## src/assert_macros.svh

```systemverilog
// Assertion helpers shared by the RTL. Each use samples on the rising edge of clk
// and is switched off while rst_n is low.
`ifndef ASSERT_MACROS_SVH
`define ASSERT_MACROS_SVH

// A condition that must hold on every clock edge.
`define ASSERT_ALWAYS(label, cond, msg) \
    label: assert property (@(posedge clk) disable iff (!rst_n) (cond)) else $error(msg);

// When the antecedent holds, the consequent must hold in the same cycle.
`define ASSERT_IMPLIES(label, ante, cons, msg) \
    label: assert property (@(posedge clk) disable iff (!rst_n) (ante) |-> (cons)) \
        else $error(msg);

`endif

```

## src/ebb_pkg.sv

```systemverilog
package ebb_pkg;

    localparam int PIX_W       = 8;
    localparam int CFG_DATA_W  = 11;
    localparam int CFG_INDEX_W = 2;
    localparam int COL_SUM_W   = 10;
    localparam int SUM_W       = 12;
    localparam int RECIP_W     = 16;
    localparam int RECIP_SHIFT = 15;
    localparam int PROD_W      = RECIP_SHIFT + PIX_W;
    localparam int QUEUE_DEPTH = 4;
    localparam int QPTR_W      = 2;
    localparam int QCOUNT_W    = 3;

    typedef enum logic [CFG_INDEX_W-1:0] {
        REG_FRAME_WIDTH  = 2'd0,
        REG_FRAME_HEIGHT = 2'd1
    } cfg_reg_t;

    // Work for the back end: up to two results from one input item.
    // Result A is the pixel one column behind; result B closes a row.
    typedef struct packed {
        logic             a_valid;
        logic [SUM_W-1:0] a_sum;
        logic [1:0]       a_cols;
        logic             b_valid;
        logic [SUM_W-1:0] b_sum;
        logic [1:0]       b_cols;
        logic [1:0]       rows;
        logic             done;
    } job_t;

    // Reciprocal of the neighbor count, scaled by 2**RECIP_SHIFT and rounded up.
    // The rounding error stays small enough that the truncated quotient is exact
    // for every sum a 3x3 window of 8-bit pixels can reach.
    function automatic logic [RECIP_W-1:0] ebb_recip(input logic [1:0] cols,
                                                     input logic [1:0] rows);
        logic [3:0] n;
        n = 4'(cols) * 4'(rows);
        unique case (n)
            4'd2:    return 16'd16384;
            4'd3:    return 16'd10923;
            4'd4:    return 16'd8192;
            4'd6:    return 16'd5462;
            4'd9:    return 16'd3641;
            default: return 16'd32768;
        endcase
    endfunction

endpackage

```

## src/ebb_back.sv

```systemverilog
module ebb_back
    import ebb_pkg::*;
(
    input  logic             clk,
    input  logic             rst_n,
    input  job_t             head,
    input  logic             empty,
    output logic             pop,
    output logic             out_valid,
    input  logic             out_stall,
    output logic [PIX_W-1:0] blurred_value,
    output logic             last_of_run,
    output logic             frame_done
);

    logic              phase_reg, phase_next;
    logic              m_valid_reg;
    logic [PROD_W-1:0] m_prod_reg;
    logic              m_last_reg, m_done_reg;
    logic              out_valid_reg;
    logic [PIX_W-1:0]  out_value_reg;
    logic              out_last_reg, out_done_reg;

    logic                     o_free, m_adv, issue, sel_b;
    logic [SUM_W-1:0]         sum;
    logic [1:0]               cols;
    logic [RECIP_W-1:0]       recip;
    logic [SUM_W+RECIP_W-1:0] product;

    assign o_free = !out_valid_reg || !out_stall;
    assign m_adv  = !m_valid_reg || o_free;
    assign issue  = !empty && m_adv;

    // Phase one means result A of the head job has gone and result B remains.
    assign sel_b   = phase_reg || !head.a_valid;
    assign sum     = sel_b ? head.b_sum : head.a_sum;
    assign cols    = sel_b ? head.b_cols : head.a_cols;
    assign recip   = ebb_recip(cols, head.rows);
    assign product = (SUM_W + RECIP_W)'(sum) * (SUM_W + RECIP_W)'(recip);
    assign pop     = issue && (sel_b || !head.b_valid);

    always_comb
    begin
        phase_next = phase_reg;
        if (issue)
            phase_next = !sel_b && head.b_valid;
    end

    always_ff @(posedge clk or negedge rst_n)
    begin
        if (!rst_n)
        begin
            phase_reg     <= 1'b0;
            m_valid_reg   <= 1'b0;
            out_valid_reg <= 1'b0;
        end
        else
        begin
            phase_reg <= phase_next;
            if (m_adv)
                m_valid_reg <= issue;
            if (o_free)
                out_valid_reg <= m_valid_reg;
        end
    end

    always_ff @(posedge clk)
    begin
        if (issue)
        begin
            m_prod_reg <= product[PROD_W-1:0];
            m_last_reg <= sel_b || !head.b_valid;
            m_done_reg <= sel_b && head.done;
        end
        if (o_free && m_valid_reg)
        begin
            out_value_reg <= m_prod_reg[RECIP_SHIFT +: PIX_W];
            out_last_reg  <= m_last_reg;
            out_done_reg  <= m_done_reg;
        end
    end

    assign out_valid     = out_valid_reg;
    assign blurred_value = out_value_reg;
    assign last_of_run   = out_last_reg;
    assign frame_done    = out_done_reg;

endmodule

```

## config.mk

```make
export PLATFORM = sky130hd
export DESIGN_NAME = ebb_back
export DESIGN_NICKNAME = d
export VERILOG_FILES = /design/src/assert_macros.svh /design/src/ebb_pkg.sv /design/src/ebb_back.sv
export SDC_FILE = /design/constraint.sdc
export NUM_CORES = 1
export LEC_CHECK = 0
export ABC_CLOCK_PERIOD_IN_PS = 8000
export BUFFER_PORTS_ARGS = -buffer_cell sky130_fd_sc_hd__buf_2
export CORE_MARGIN = 5
export CORE_UTILIZATION = 40
export DETAILED_ROUTE_END_ITERATION = 8
export GPL_TIMING_DRIVEN = 0
export HOLD_SLACK_MARGIN = 0.03
export PLACE_DENSITY = 0.61
export SETUP_SLACK_MARGIN = 0.2
export SLEW_MARGIN = 20
export SYNTH_ARGS = -nofsm -noshare
export SYNTH_HDL_FRONTEND = slang
export SYNTH_SLANG_ARGS = --single-unit
```

## constraint.sdc

```tcl
create_clock -name clk -period 8 [get_ports clk]
set_input_delay 0.8 -clock clk [delete_from_list [all_inputs] [get_ports clk]]
set_output_delay 0.8 -clock clk [all_outputs]
set_load 0.03 [all_outputs]
```

==> metrics.md <==
| Metric | Value |
|---|---|
| Status | completed |
| DRT Pass-1 Iters | 5 |
| CP startpoint kind | input port |
| Via count | ~4100 |
| Syn. warnings | 0 |
| RSZ-0062 raised after global routing | false |
| Library cells used by synthesis | 51 |
| Max Root-Sink Buffers | 2 |
| H-Tree Depth | 1 |
| Most frequently used flop master after synthesis | edfxtp_1 |
| Final min period | 7535 ps |
| IO Pins | 49 |
| Detailed-route vias per instance | 4.920 |
| Worst-skew pair later-pin latency | 250 ps |
| Initial antenna violation count | 0 |
| Delay-heaviest family, CP | adder cells |
| Drt drc | 0 |
| FMAX | 132.7 MHz |
| Syn_nets | 800 |
| Critical path required time | 8000 ps |
| Slowest-stage cell, CP | fa_1 |
| Overall power | 1038 uW |
| Wire per inst | 17.26 um |
| Crit Path Category | input port to register |
| Port bufs | 48 |
| Most frequent cells in the layout | inv_1, fa_1, nand2_1 |
| Final WL | 14380 um |
| First-pass GRT wire length | 23190 um |
| Synth Area per Inst | 9.533 um^2 |
| DRT iter0 DRCs | 189 |
| Leakage | 0.003276 uW |
| DIE HEIGHT | 129.5 um |
| Flop2flop setup slack | slightly above 700 ps |
| Largest net degree at the start of global routing | 14 |
| CTS root buffer | clkbuf_16 |
| VDD IR-drop max | 0.08247 mV |
| Die Area | 16770 um^2 |
| CP Capture Type | register |
| CTS buffer count | 3 |
| Ys async rst share | 13.04% |
| Slew Limit Headroom | 38.60% |
| Final worst clock skew | 1.836 ps |
| Post-DP HPWL | 12970 um |
| RR Startpoint | phase_reg |
| Worst Path Buf+Inv | 9 |
| Vias in the first global route | 4523 |
| Num rows | 43 |
| Max stage delay on crit path | 580 ps |
| PwrDens | about 160 nW/um^2 |
| Tot GR Track Use | between 15 and 20% |
| CTS hold repair buffers | 0 |
| CTS tree | built |
| Crit path max fanout | 10 |
| EDFF count, synth | 20 |
| Layout Nets | 855 |
| Core Footprint | 13930 um^2 |
| Synth Instances | 599 |
| Worst path arrival time | between 7000 and 8000 ps |
| Initial core utilization | 40.98% |
| Flop and latch count out of synthesis | 23 |
| Synthesized area | roughly 5700 um^2 |
| FF-to-FF path depth | 29 |
| Post-synthesis sequential area ratio | 11.83% |
| Diodes inserted | 0 |
| HP Class | input port to asynchronous set/reset pin |
| Detail Route Antenna Nets | 0 |
| Clk sink count | 23 |
| Final setup TNS | 0 ps |
| Layout area overhead | 11.17% |
| Worst slew pin tran | 919.0 ps |
| Most common cell after layout, fill and taps aside | inv_1 |
| Clk slew on worst S/H paths | around 60 ps |
| Routability congestion estimate | between 0.9 and 1 |
| Chip width | 129.5 um |
| Setup Viol. Count Final | 0 |
| Final worst-path cycle share | 94.18% |
| R2R Path End | m_prod_reg[21] |
| GRT overflow | 0 |
| Share of layout cells above drive strength 1 | 15.16% |
| Fin. max-slew vios | 0 |
| Endpoints failing hold | 0 |
| Max_cap viols | 0 |
-- per-layer routing --
metal,GRT usage [%],vias to the layer above,part of all wire [%],wire length (um)
li1,-,1906,-,-
met1,24.46,1976,43,6145
met2,29.51,168,45,6486
met3,2.350,48,6.9,989
met4,7.335,0,5.3,756
met5,0,-,0,0
-- worst reg2reg max path: cells and delay by family, from the launching register on --
kind | cells | cell delay (ps)
simple gates | 6 | 1030
flops | 1 | 410
xor+xnor | 1 | 80
buf+inv | 8 | 910
mux | 1 | 240
fa+ha+maj | 8 | 3380
compound gates | 5 | 970
-- cells in the mapped netlist, drive strengths merged (5+ instances only) --
master,n,area (um^2)
nor3,5,35.03
and2,5,31.28
a21o,7,52.55
o21ai,5,36.28
a21oi,9,48.80
nand3,10,50.05
fa,119,2382
mux2i,13,146.4
nor2b,7,51.30
nand2,53,198.9
inv,183,686.9
ha,45,563.0
buf,5,33.78
xnor2,12,105.1
mux2,11,123.9
nor2,53,203.9
edfxtp,20,600.6
-- area by class of cell --
cell class	count	area [um^2]
plain buffers	6	55.05
inverters	183	686.9
clock inverters	1	5.005
multi-input cells	387	4370
well taps	180	225.2
repair buffers	50	255.2
clock buffers	3	75.07
fillers	1320	7586
flip-flops and latches	23	675.6
-- cell families (layout without fill, tap and decap cells) --
logic type                 count (synthesis)  in the layout  share of synthesized area (%)
DFF                                       23             23                          11.83
adders and majority gates                164            164                          51.58
and+or+nand+nor                          145            145                          11.57
muxes                                     24             24                          4.733
AOI/OAI and AO/OA                         38             38                          5.149
xor gates and xnor gates                  16             16                          2.454
buffers and inverters                    189            243                          12.69
-- stage by stage --
step	worst slack (ps)	util [%]	instances	area (um^2)	hold slack [ps]
floorplan	894.2	-	599	5710	400.3
global placement	-278.2	44.32	827	6176	403.0
global route	214.5	45.56	833	6349	336.1
CTS	191.2	45.09	831	6284	331.1
detailed placement	-347.3	44.37	827	6182	404.5
finish	465.4	45.56	833	6349	331.8
-- power by group --
group / internal (uW) / switching, uW / total [uW] / leakage (uW)
clock network: 67.1 / 37.3 / 104 / 0.0000409
logic: 291 / 445 / 736 / 0.00301
registers: 188 / 9.04 / 197 / 0.000226
total: 546 / 492 / 1040 / 0.00328
-- how the worst max path moves through the flow --
stage	from	to	slack, ps	cells after the start
after floorplan	head[32]	m_prod_reg[18]	890	28
after global placement	head[32]	m_prod_reg[18]	-280	28
after detailed placement	head[32]	m_prod_reg[21]	-350	30
after CTS	head[32]	m_prod_reg[21]	190	30
after global routing	head[32]	m_prod_reg[21]	210	30
final	head[32]	m_prod_reg[21]	470	30
-- what timing repair did --
action	4_1_cts	5_1_grt
buffers inserted	0	2
pin swaps	0	1
endpoints found under the setup margin	8	8
resized for setup	6	19
(Power assumes the default switching activity.)
