### config.mk
export PLATFORM = sky130hd
export DESIGN_NAME = ebb_queue
export DESIGN_NICKNAME = d
export VERILOG_FILES = /design/src/assert_macros.svh /design/src/ebb_pkg.sv /design/src/ebb_queue.sv
export SDC_FILE = /design/constraint.sdc
export NUM_CORES = 1
export LEC_CHECK = 0
export ABC_AREA = 1
export BUFFER_PORTS_ARGS = -buffer_cell sky130_fd_sc_hd__buf_2
export CAP_MARGIN = 20
export CELL_PAD_IN_SITES_DETAIL_PLACEMENT = 1
export CELL_PAD_IN_SITES_GLOBAL_PLACEMENT = 1
export CORE_MARGIN = 2
export CORE_UTILIZATION = 45
export CTS_BUF_LIST = sky130_fd_sc_hd__clkbuf_8 sky130_fd_sc_hd__clkbuf_16
export DETAILED_ROUTE_END_ITERATION = 7
export HOLD_SLACK_MARGIN = 0.06
export PLACE_DENSITY = 0.86
export SYNTH_ARGS = -nofsm -noshare
export SYNTH_HDL_FRONTEND = slang
export SYNTH_SLANG_ARGS = --single-unit
### constraint.sdc
create_clock -name clk -period 2.1 [get_ports clk]
set_clock_uncertainty 0.2 [all_clocks]
set_input_delay 0.105 -clock clk [delete_from_list [all_inputs] [get_ports clk]]
set_output_delay 0.105 -clock clk [all_outputs]
set_load 0.01 [all_outputs]
### src/assert_macros.svh
// Assertion helpers shared by the RTL. Each use samples on the rising edge of clk
// and is switched off while rst_n is low.
`ifndef ASSERT_MACROS_SVH
`define ASSERT_MACROS_SVH

// A condition that must hold on every clock edge.
`define ASSERT_ALWAYS(label, cond, msg) \
    label: assert property (@(posedge clk) disable iff (!rst_n) (cond)) else $error(msg);

// When the antecedent holds, the consequent must hold in the same cycle.
`define ASSERT_IMPLIES(label, ante, cons, msg) \
    label: assert property (@(posedge clk) disable iff (!rst_n) (ante) |-> (cons)) \
        else $error(msg);

`endif

### src/ebb_pkg.sv
package ebb_pkg;

    localparam int PIX_W       = 8;
    localparam int CFG_DATA_W  = 11;
    localparam int CFG_INDEX_W = 2;
    localparam int COL_SUM_W   = 10;
    localparam int SUM_W       = 12;
    localparam int RECIP_W     = 16;
    localparam int RECIP_SHIFT = 15;
    localparam int PROD_W      = RECIP_SHIFT + PIX_W;
    localparam int QUEUE_DEPTH = 4;
    localparam int QPTR_W      = 2;
    localparam int QCOUNT_W    = 3;

    typedef enum logic [CFG_INDEX_W-1:0] {
        REG_FRAME_WIDTH  = 2'd0,
        REG_FRAME_HEIGHT = 2'd1
    } cfg_reg_t;

    // Work for the back end: up to two results from one input item.
    // Result A is the pixel one column behind; result B closes a row.
    typedef struct packed {
        logic             a_valid;
        logic [SUM_W-1:0] a_sum;
        logic [1:0]       a_cols;
        logic             b_valid;
        logic [SUM_W-1:0] b_sum;
        logic [1:0]       b_cols;
        logic [1:0]       rows;
        logic             done;
    } job_t;

    // Reciprocal of the neighbor count, scaled by 2**RECIP_SHIFT and rounded up.
    // The rounding error stays small enough that the truncated quotient is exact
    // for every sum a 3x3 window of 8-bit pixels can reach.
    function automatic logic [RECIP_W-1:0] ebb_recip(input logic [1:0] cols,
                                                     input logic [1:0] rows);
        logic [3:0] n;
        n = 4'(cols) * 4'(rows);
        unique case (n)
            4'd2:    return 16'd16384;
            4'd3:    return 16'd10923;
            4'd4:    return 16'd8192;
            4'd6:    return 16'd5462;
            4'd9:    return 16'd3641;
            default: return 16'd32768;
        endcase
    endfunction

endpackage

### src/ebb_queue.sv
module ebb_queue
    import ebb_pkg::*;
(
    input  logic                clk,
    input  logic                rst_n,
    input  logic                push,
    input  job_t                push_job,
    input  logic                pop,
    output job_t                head,
    output logic                empty,
    output logic [QCOUNT_W-1:0] count
);

    job_t                slots_reg [QUEUE_DEPTH];
    logic [QPTR_W-1:0]   wr_ptr_reg, wr_ptr_next;
    logic [QPTR_W-1:0]   rd_ptr_reg, rd_ptr_next;
    logic [QCOUNT_W-1:0] count_reg, count_next;

    always_comb
    begin
        wr_ptr_next = push ? wr_ptr_reg + QPTR_W'(1) : wr_ptr_reg;
        rd_ptr_next = pop ? rd_ptr_reg + QPTR_W'(1) : rd_ptr_reg;
        count_next  = count_reg + QCOUNT_W'(push) - QCOUNT_W'(pop);
    end

    always_ff @(posedge clk or negedge rst_n)
    begin
        if (!rst_n)
        begin
            wr_ptr_reg <= '0;
            rd_ptr_reg <= '0;
            count_reg  <= '0;
        end
        else
        begin
            wr_ptr_reg <= wr_ptr_next;
            rd_ptr_reg <= rd_ptr_next;
            count_reg  <= count_next;
        end
    end

    always_ff @(posedge clk)
    begin
        if (push)
            slots_reg[wr_ptr_reg] <= push_job;
    end

    assign head  = slots_reg[rd_ptr_reg];
    assign empty = (count_reg == '0);
    assign count = count_reg;

endmodule

==> out/qor.txt, run 1 <==
combinational power share - 0.349
setup TNS - 0 ns
CP Class - reg2out
met3 usage - 0.0484
Ant. Diodes - 0
Data required, critical path - 1.79 ns
Synth Flop Type - edfxtp_1
status - finished clean
most frequent cell after synthesis - nand2_1
most frequent cells after synthesis - 176 x nand2_1, 144 x inv_1, 132 x edfxtp_1, 67 x nand3_1, 12 x buf_2
Final Setup Violations - 0
dominant cell type by area after synthesis - edfxtp_1
initial antenna violation count - 0
Routed Antenna Nets - 0
Final Wtd Congestion - 0.726
clock buffer depth - 2
Synth Net Count - 607
largest net degree at the start of global routing - 41
asr flop ratio synth - 0.0504
Synth warnings - 0
GRT overflow - 0
f_max - 0.482 GHz
Total Routing Usage GR - 0.236
post-CTS setup buffers - 0
floorplan row count - 42
cell area after layout - 7470 um2
Post-DP Area - 6520 um2
Crit Path Max Fanout - 28
Synth top area share - 0.665
max_cap viols - 0
CTS Buf Count - 17
Die Span Y - 119 um
Least-Margin Pin Slew - 0.380 ns
Max H-tree Level - 4
Via Count - 4250
Initial Utilization - 0.456
Detailed Place HPWL - 9.49 mm
fin crit share - 0.988
LEAKAGE - 3.55 nW
final hold vios - 0
clk root buf - clkbuf_16
Clock transition at path regs - 0.06 ns
power per cell area - 1410 nW/um2
Syn-to-layout area delta - 25.3%
switching share of power - 0.367
hold crit path type - in2reg
IO Count - 74
P_sw - 3.87 mW
CP Capture Type - primary output
Post-Syn Area - 5960 um2
sequential cell area - 4140 um2
Multi-input gate area - 1130 um2
synth unique cells - 15
total power - 10.6 mW
CTS tree - built
Seq/Total Area, Yosys - 0.694
ratio of cells with drive above 1 in the final layout - 0.172
Die W - 119 um
Pre-Repair DR Iteration Count - 5
worst skew pair latency - 0.42 ns
vias per std cell - 4.87
Max-slew headroom - 0.746
DRC viols - 0
Clk pwr share - 0.280
CTS sink count - 139
Flop pwr share - 0.371
wire per inst - 18.8 um
cell internal pwr - 6.68 mW
die area - 14200 um2
grt peak-use layer - met2
Core ar. - 13100 um2
min cycle time layout - 2.07 ns
Final Non-Filler Cells - 872
Max VDD drop - 0.647 mV
CP arrival - 1.77 ns
startpoint type of the worst setup path - register
wirelength, routed - 16.4 mm
synth top area cells - edfxtp_1 66%, nand2_1 11%, inv_1 9.1%, nand3_1 5.6%, dfrtp_1 2.9%
FF+latch count, synth - 139
met2 Usage GRT - 0.422
filler instances - 1405
vias in the first global route - 4666
Largest register FFs - 132
syn_area_per_cell - 10.6 um2
placed cell count - 803
buffers added on ports - 73
met1 Use GR - 0.268
max-slew violations - 0
nets - 727
EDFF count, synth - 132
first-pass GRT wire length - 24.9 mm
First DRT Iteration DRCs - 204
Mapped Cells - 563
## through the flow
stage,setup slack (ns),utilization,hold WS (ns)
after CTS,0.0104,0.570,0.221
after global placement,0.319,0.498,-0.258
final,0.0258,0.571,0.233
after floorplan,0.188,-,-0.391
after global routing,-0.0339,0.571,0.240
after detailed placement,0.176,0.498,-0.242
## worst max-delay path: stages, from the launching register on
cell,delay [ns]
dfrtp_2,0.53
inv_4,0.16
buf_12,0.21
nand3_1,0.14
nand2_1,0.13
buf_2,0.15
## power groups by stage
stage | Combinational [mW] | Clock (mW) | Sequential [mW]
final | 3.68 | 2.96 | 3.92
after global routing | 4.07 | 3.11 | 3.95
after CTS | 3.64 | 2.95 | 3.90
after detailed placement | 3.51 | 0 | 3.94
after global placement | 3.30 | 0 | 3.87
after floorplan | 2.25 | 0 | 3.83
## area by class of cell
type                            count  area share
Tap cell                          176      0.0295
Sequential cell                   139       0.554
Multi-Input combinational cell    255       0.151
Inverter                          146      0.0737
Clock inverter                     15      0.0189
Clock buffer                       17      0.0569
Timing Repair Buffer              124       0.116
## path summary, 6_finish.rpt
kind                            slack, ns          endpoint  cells past startpoint           from
worst max-delay path                 0.03           head[1]                      5  rd_ptr_reg[1]
min in group asynchronous            0.46          count[0]                      3          rst_n
worst min-delay path                 0.23  slots_reg[1][26]                      2   push_job[26]
max in group asynchronous            0.94     rd_ptr_reg[0]                      3          rst_n
worst min register to register       0.36     wr_ptr_reg[0]                      1  wr_ptr_reg[0]
worst max register to register       0.17          count[2]                      9       count[0]
## metal layers
layer / wire length (um) / vias up
met3: 721 / 33
met2: 9110 / 138
met5: 0 / -
li1: - / 1984
met4: 439 / 0
met1: 6150 / 2095
## timing repair
item / in CTS / in global routing
endpoints found under the hold margin: 145 / 0
setup endpoints to repair: 0 / 15
gates resized for setup: 0 / 5
hold buffers: 37 / 0
## cell families after synthesis
logic type | share of synthesized area
AOI/OAI and AO/OA | 0.000838
DFF | 0.694
xor gates and xnor gates | 0.00441
adders and majority gates | 0.0159
and+or+nand+nor | 0.168
buffers and inverters | 0.117
## cell usage in the layout (no fill, tap or decap)
cell           Yosys  layout
buf_12             0       1
buf_2             12      73
buf_4              1       9
buf_6              6       4
bufinv_16          0       3
clkbuf_16          0      17
clkinv_1           0       3
clkinv_2           0       5
dfrtp_1            7       5
dfrtp_2            0       2
dlygate4sd3_1      0      37
edfxtp_1         132     132
fa_1               1       1
ha_1               6       6
inv_1            144     144
inv_2              2       5
inv_4              0       1
nand2_1          176     176
nand3_1           67      67
nor3_1             1       1
o21ai_1            1       1
xor2_1             3       3
Power figures use the tool's default switching activity.
==> inputs of run 2 (changes only) <==
--- a/config.mk
+++ b/config.mk
@@ -16,6 +16,7 @@
 export DETAILED_ROUTE_END_ITERATION = 7
 export HOLD_SLACK_MARGIN = 0.06
 export PLACE_DENSITY = 0.86
+export REMOVE_ABC_BUFFERS = 1
 export SYNTH_ARGS = -nofsm -noshare
 export SYNTH_HDL_FRONTEND = slang
 export SYNTH_SLANG_ARGS = --single-unit
==> run 2 against run 1 <==
Against the previous run: utilization increased by 0.48 points; first-iteration DRC count increased by 43%; wire length fell by 3.0%; total power down 1.7%; clock-buffer cell count is 2 higher; via count is 0.64% higher; sequential share of layout area shrank 0.43 points; non-clock buffer count rose by 3; fmax up 2.9%; setup slack improved by 0.059 ns; critical endpoint is now head[17]; largest cell class unchanged.
==> out/qor.txt, run 2 (synthesis results as in run 1) <==
status - finished clean
IO Count - 74
vias per std cell - 4.89
clock buffer depth - 2
Final Wtd Congestion - 0.742
wire per inst - 18.2 um
total power - 10.4 mW
Max VDD drop - 0.586 mV
startpoint type of the worst setup path - register
max-slew violations - 0
ratio of cells with drive above 1 in the final layout - 0.185
Largest register FFs - 132
final worst slack - 0.0846 ns
Die Span Y - 119 um
die area - 14200 um2
largest net degree at the start of global routing - 35
worst reg2reg endpoint - count[2]
Detailed Place HPWL - 9.83 mm
pre-CTS WS - 0.125 ns
wirelength, routed - 15.9 mm
RSZ-0062 raised after global routing - true
setup TNS - 0 ns
placed cell count - 803
Die W - 119 um
hold path depth - 2
clk root buf - clkbuf_16
Final Non-Filler Cells - 875
vias in the first global route - 4848
CP Class - reg2out
LEAKAGE - 3.55 nW
worst skew pair latency - 0.42 ns
r2r worst-path depth - 9
Ant. Diodes - 0
buffers added on ports - 73
Pre-Repair DR Iteration Count - 6
Clock transition at path regs - 0.06 ns
First DRT Iteration DRCs - 291
Worst R2R Start - count[0]
DRC viols - 0
CP Capture Type - primary output
Via Count - 4277
Least-Margin Pin Slew - 0.443 ns
CTS Buf Count - 17
final hold vios - 0
hold crit path type - in2reg
Initial Utilization - 0.456
initial antenna violation count - 0
floorplan row count - 42
most frequent cells in the layout - 176 x nand2_1, 141 x inv_1, 132 x edfxtp_1
Hold Path End - slots_reg[0][25]
min cycle time layout - 2.02 ns
fin crit share - 0.960
CTS tree - built
Crit Path Max Fanout - 34
GRT overflow - 0
nets - 730
f_max - 0.496 GHz
post-layout util - 0.576
max_cap viols - 0
Data required, critical path - 1.79 ns
Final Setup Violations - 0
power per cell area - 1380 nW/um2
Worst R2R Setup Slack - 0.12 ns
Syn-to-layout area delta - 26.4%
CP arrival - 1.71 ns
Max H-tree Level - 4
hold_sp - push_job[25]
first-pass GRT wire length - 25.2 mm
Total Routing Usage GR - 0.240
Max-slew headroom - 0.705
Core ar. - 13100 um2
CTS sink count - 139
commonest non-fill, non-tap cell in the layout - nand2_1
Routed Antenna Nets - 0
-- run 2: layout make-up --
class / count / area, um2
well taps: 176 / 220
inverters: 146 / 548
multi-input cells: 255 / 1130
clock inverters: 13 / 78.8
flip-flops and latches: 139 / 4140
clock buffers: 19 / 453
fillers: 1387 / 5550
repair buffers: 127 / 966
-- run 2: worst max path at each step --
stage                     to  cells after the start     startpoint
floorplan           head[31]                      4  rd_ptr_reg[0]
CTS                 head[26]                      6  rd_ptr_reg[0]
detailed placement  count[2]                      9       count[0]
global placement    count[2]                      9       count[0]
global route        head[12]                      6  rd_ptr_reg[0]
finish              head[17]                      6  rd_ptr_reg[0]
-- run 2: routing by layer --
metal / part of all wire / global-route usage / wire length (um)
met1: 0.40 / 0.269 / 6380
met2: 0.53 / 0.427 / 8370
met3: 0.047 / 0.0670 / 756
met4: 0.027 / 0.101 / 433
met5: 0 / 0 / 0
-- run 2: power breakdown --
group	internal, mW	total (mW)	switching [mW]
registers	3.65	3.87	0.216
logic	1.33	3.85	2.51
clock network	1.55	2.66	1.11
total	6.53	10.4	3.84
-- run 2: worst max-delay path: stages (launching register included) --
cell     delay [ns]
dfrtp_4        0.53
inv_2          0.12
buf_12         0.21
nand2_1        0.09
nand3_1        0.09
nand2_1        0.08
buf_2          0.15
-- run 2: metrics by stage --
step	cell area (um2)	hold WS [ns]
6_report	7540	0.234
5_1_grt	7540	0.248
4_1_cts	7540	0.211
3_5_place_dp	6580	-0.243
3_3_place_gp	6580	-0.254
2_1_floorplan	5810	-0.391
-- run 2: timing repair --
action / CTS / global route
setup endpoints to repair: 33 / 1
endpoints found under the hold margin: 145 / 0
hold buffers: 37 / 0
gates resized for setup: 8 / 0
buffers inserted: 3 / 0
==> inputs of run 3 (changes only) <==
--- a/config.mk
+++ b/config.mk
@@ -5,7 +5,6 @@
 export SDC_FILE = /design/constraint.sdc
 export NUM_CORES = 1
 export LEC_CHECK = 0
-export ABC_AREA = 1
 export BUFFER_PORTS_ARGS = -buffer_cell sky130_fd_sc_hd__buf_2
 export CAP_MARGIN = 20
 export CELL_PAD_IN_SITES_DETAIL_PLACEMENT = 1
@@ -15,8 +14,9 @@
 export CTS_BUF_LIST = sky130_fd_sc_hd__clkbuf_8 sky130_fd_sc_hd__clkbuf_16
 export DETAILED_ROUTE_END_ITERATION = 7
 export HOLD_SLACK_MARGIN = 0.06
-export PLACE_DENSITY = 0.86
+export PLACE_DENSITY = 0.79
 export REMOVE_ABC_BUFFERS = 1
+export SETUP_SLACK_MARGIN = 0.3
 export SYNTH_ARGS = -nofsm -noshare
 export SYNTH_HDL_FRONTEND = slang
 export SYNTH_SLANG_ARGS = --single-unit
==> run 3 against run 2 <==
Against the previous run: area after synthesis decreased by 13%; synthesized cell count decreased by 63%; total power decreased by 2.2%; non-clock buffer count decreased by 2; setup slack got worse by 0.057 ns; critical path depth decreased by 2; first-iteration DRC count decreased by 66%; fmax decreased by 2.8%; hold slack improved by 0.013 ns; register-to-register slack improved by 0.15 ns; sequential share of layout area increased by 3.9 points; cell count decreased by 43%; critical endpoint unchanged; highest routed layer unchanged.
==> out/qor.txt, run 3 <==
r2r worst-path depth - 7
min cycle time layout - 2.07 ns
largest net degree at the start of global routing - 34
clock buffer depth - 2
Initial Utilization - 0.459
pre-CTS WS - 0.150 ns
setup TNS - 0 ns
Synth warnings - 0
Via Count - 2602
Max VDD drop - 0.834 mV
hold crit path type - in2reg
Post-Syn Area - 5200 um2
CTS sink count - 139
die area - 12400 um2
Ant. Diodes - 0
wirelength, routed - 10.4 mm
total power - 10.1 mW
LEAKAGE - 2.56 nW
Syn-to-layout area delta - 35.5%
power per cell area - 1440 nW/um2
IO Count - 74
cell area after layout - 7040 um2
ratio of cells with drive above 1 in the final layout - 0.434
CP Class - reg2out
max_cap viols - 0
fin crit share - 0.987
max-slew violations - 0
EDFF count, synth - 132
Critical Path Start - rd_ptr_reg[0]
Crit-path slowest cell - mux4_2
vias per std cell - 5.22
most frequent cells after synthesis - 132 x edfxtp_1, 28 x mux4_2, 7 x dfrtp_1, 6 x ha_1, 6 x inv_1
wire per inst - 20.9 um
RSZ-0062 raised after global routing - true
Pre-Repair DR Iteration Count - 4
Clock transition at path regs - 0.06 ns
wire length on met3 - 392 um
CTS Buf Count - 17
FF+latch count, synth - 139
floorplan row count - 39
startpoint type of the worst setup path - register
commonest non-fill, non-tap cell in the layout - edfxtp_1
first-pass GRT wire length - 15.9 mm
synth unique cells - 16
Die Span Y - 111 um
final worst slack - 0.0272 ns
syn_area_per_cell - 25.2 um2
hold_sp - push_job[20]
Seq/Total Area, Yosys - 0.797
DRC viols - 0
Synth Flop Type - edfxtp_1
Total Routing Usage GR - 0.175
synth top area cells - edfxtp_1 76%, mux4_2 12%, dfrtp_1 3.4%, mux4_1 2.5%, ha_1 1.4%
f_max - 0.482 GHz
Data required, critical path - 1.79 ns
CP top delay family - multiplexers
Mapped Cells - 206
Max stage delay on crit path - 0.51 ns
worst reg2reg endpoint - count[2]
CP arrival - 1.77 ns
top layer in use - met4
CTS tree - built
First DRT Iteration DRCs - 100
CP Buf/Inv Count - 3
CP Capture Type - primary output
Post-DP Area - 5790 um2
met2 WL - 5.68 mm
asr flop ratio synth - 0.0504
Detailed Place HPWL - 5.96 mm
Max-slew headroom - 0.658
most frequent cell after synthesis - edfxtp_1
Worst R2R Setup Slack - 0.27 ns
initial antenna violation count - 0
Final Wtd Congestion - 0.622
nets - 386
vias in the first global route - 2840
Crit path depth - 4
M1 WL - 4.28 mm
Final Setup Violations - 0
Max H-tree Level - 4
destination of the critical timing path - head[17]
most frequent cells in the layout - 132 x edfxtp_1, 50 x buf_2, 37 x dlygate4sd3_1
Worst R2R Start - count[0]
dominant cell type by area after synthesis - edfxtp_1
final hold slack - 0.247 ns
Die W - 111 um
clk root buf - clkbuf_16
worst skew pair latency - 0.41 ns
final hold vios - 0
Least-Margin Pin Slew - 0.513 ns
GRT overflow - 0
Routed Antenna Nets - 0
CP Cell Sequence - buf_12 -> clkbuf_16 -> mux4_2 -> buf_6
Core ar. - 11300 um2
Largest register FFs - 132
status - finished clean
Crit Path Max Fanout - 5
Synth top area share - 0.763
buffers added on ports - 73
==> run 3: changes by cell type after synthesis, sizes merged <==
cell / delta
nand2: -174
inv: -140
nand3: -67
mux4: +33
buf: -11
and2: +4
clkbuf: -4
xnor2: +3
xor2: -1
==> run 3: cell type report <==
| type | count | area [um2] |
|---|---|---|
| inverter | 6 | 25.0 |
| clock buffer | 20 | 467 |
| multi-input combinational | 53 | 985 |
| tap | 143 | 179 |
| clock inverter | 12 | 133 |
| timing repair buffer | 125 | 1110 |
| fill | 949 | 4280 |
| sequential | 139 | 4140 |
==> run 3: worst min path at each step <==
stage / endpoint / slack, ns / cells past startpoint
global route: slots_reg[1][1] / 0.24 / 2
CTS: slots_reg[0][2] / 0.23 / 2
global placement: count[0] / -0.25 / 1
floorplan: count[0] / -0.39 / 0
detailed placement: count[0] / -0.23 / 1
finish: slots_reg[1][20] / 0.25 / 2
==> run 3: kinds of logic (layout without fill, tap and decap cells) <==
| group | Yosys count | after routing | share of synthesized area |
|---|---|---|---|
| xor+xnor | 5 | 5 | 0.00843 |
| simple gates | 7 | 7 | 0.00722 |
| buf+inv | 14 | 163 | 0.0219 |
| mux | 33 | 33 | 0.147 |
| fa+ha+maj | 7 | 7 | 0.0183 |
| flops | 139 | 139 | 0.797 |
| compound gates | 1 | 1 | 0.000962 |
==> run 3: repair_timing <==
action / CTS / global route
hold buffers: 37 / 0
resized for setup: 3 / 31
cloned: 0 / 3
buffers inserted: 1 / 1
setup endpoints to repair: 67 / 34
endpoints found under the hold margin: 144 / 0
==> run 3: per-layer routing <==
layer	track usage	vias to the layer above
met5	0	-
met4	0.0576	0
met3	0.0501	7
met2	0.298	71
met1	0.217	1382
li1	-	1142
==> run 3: where the power goes <==
part / total, mW / switching [mW] / internal [mW] / leakage, nW
sequential: 3.83 / 0.182 / 3.65 / 1.29
combinational: 3.34 / 1.51 / 1.83 / 0.961
clock: 2.98 / 1.05 / 1.93 / 0.306
==> run 3: stage by stage <==
stage                     cells  utilization
after floorplan             198            -
after global placement      424        0.512
after detailed placement    424        0.512
after CTS                   494        0.599
after global routing        498        0.622
final                       498        0.622
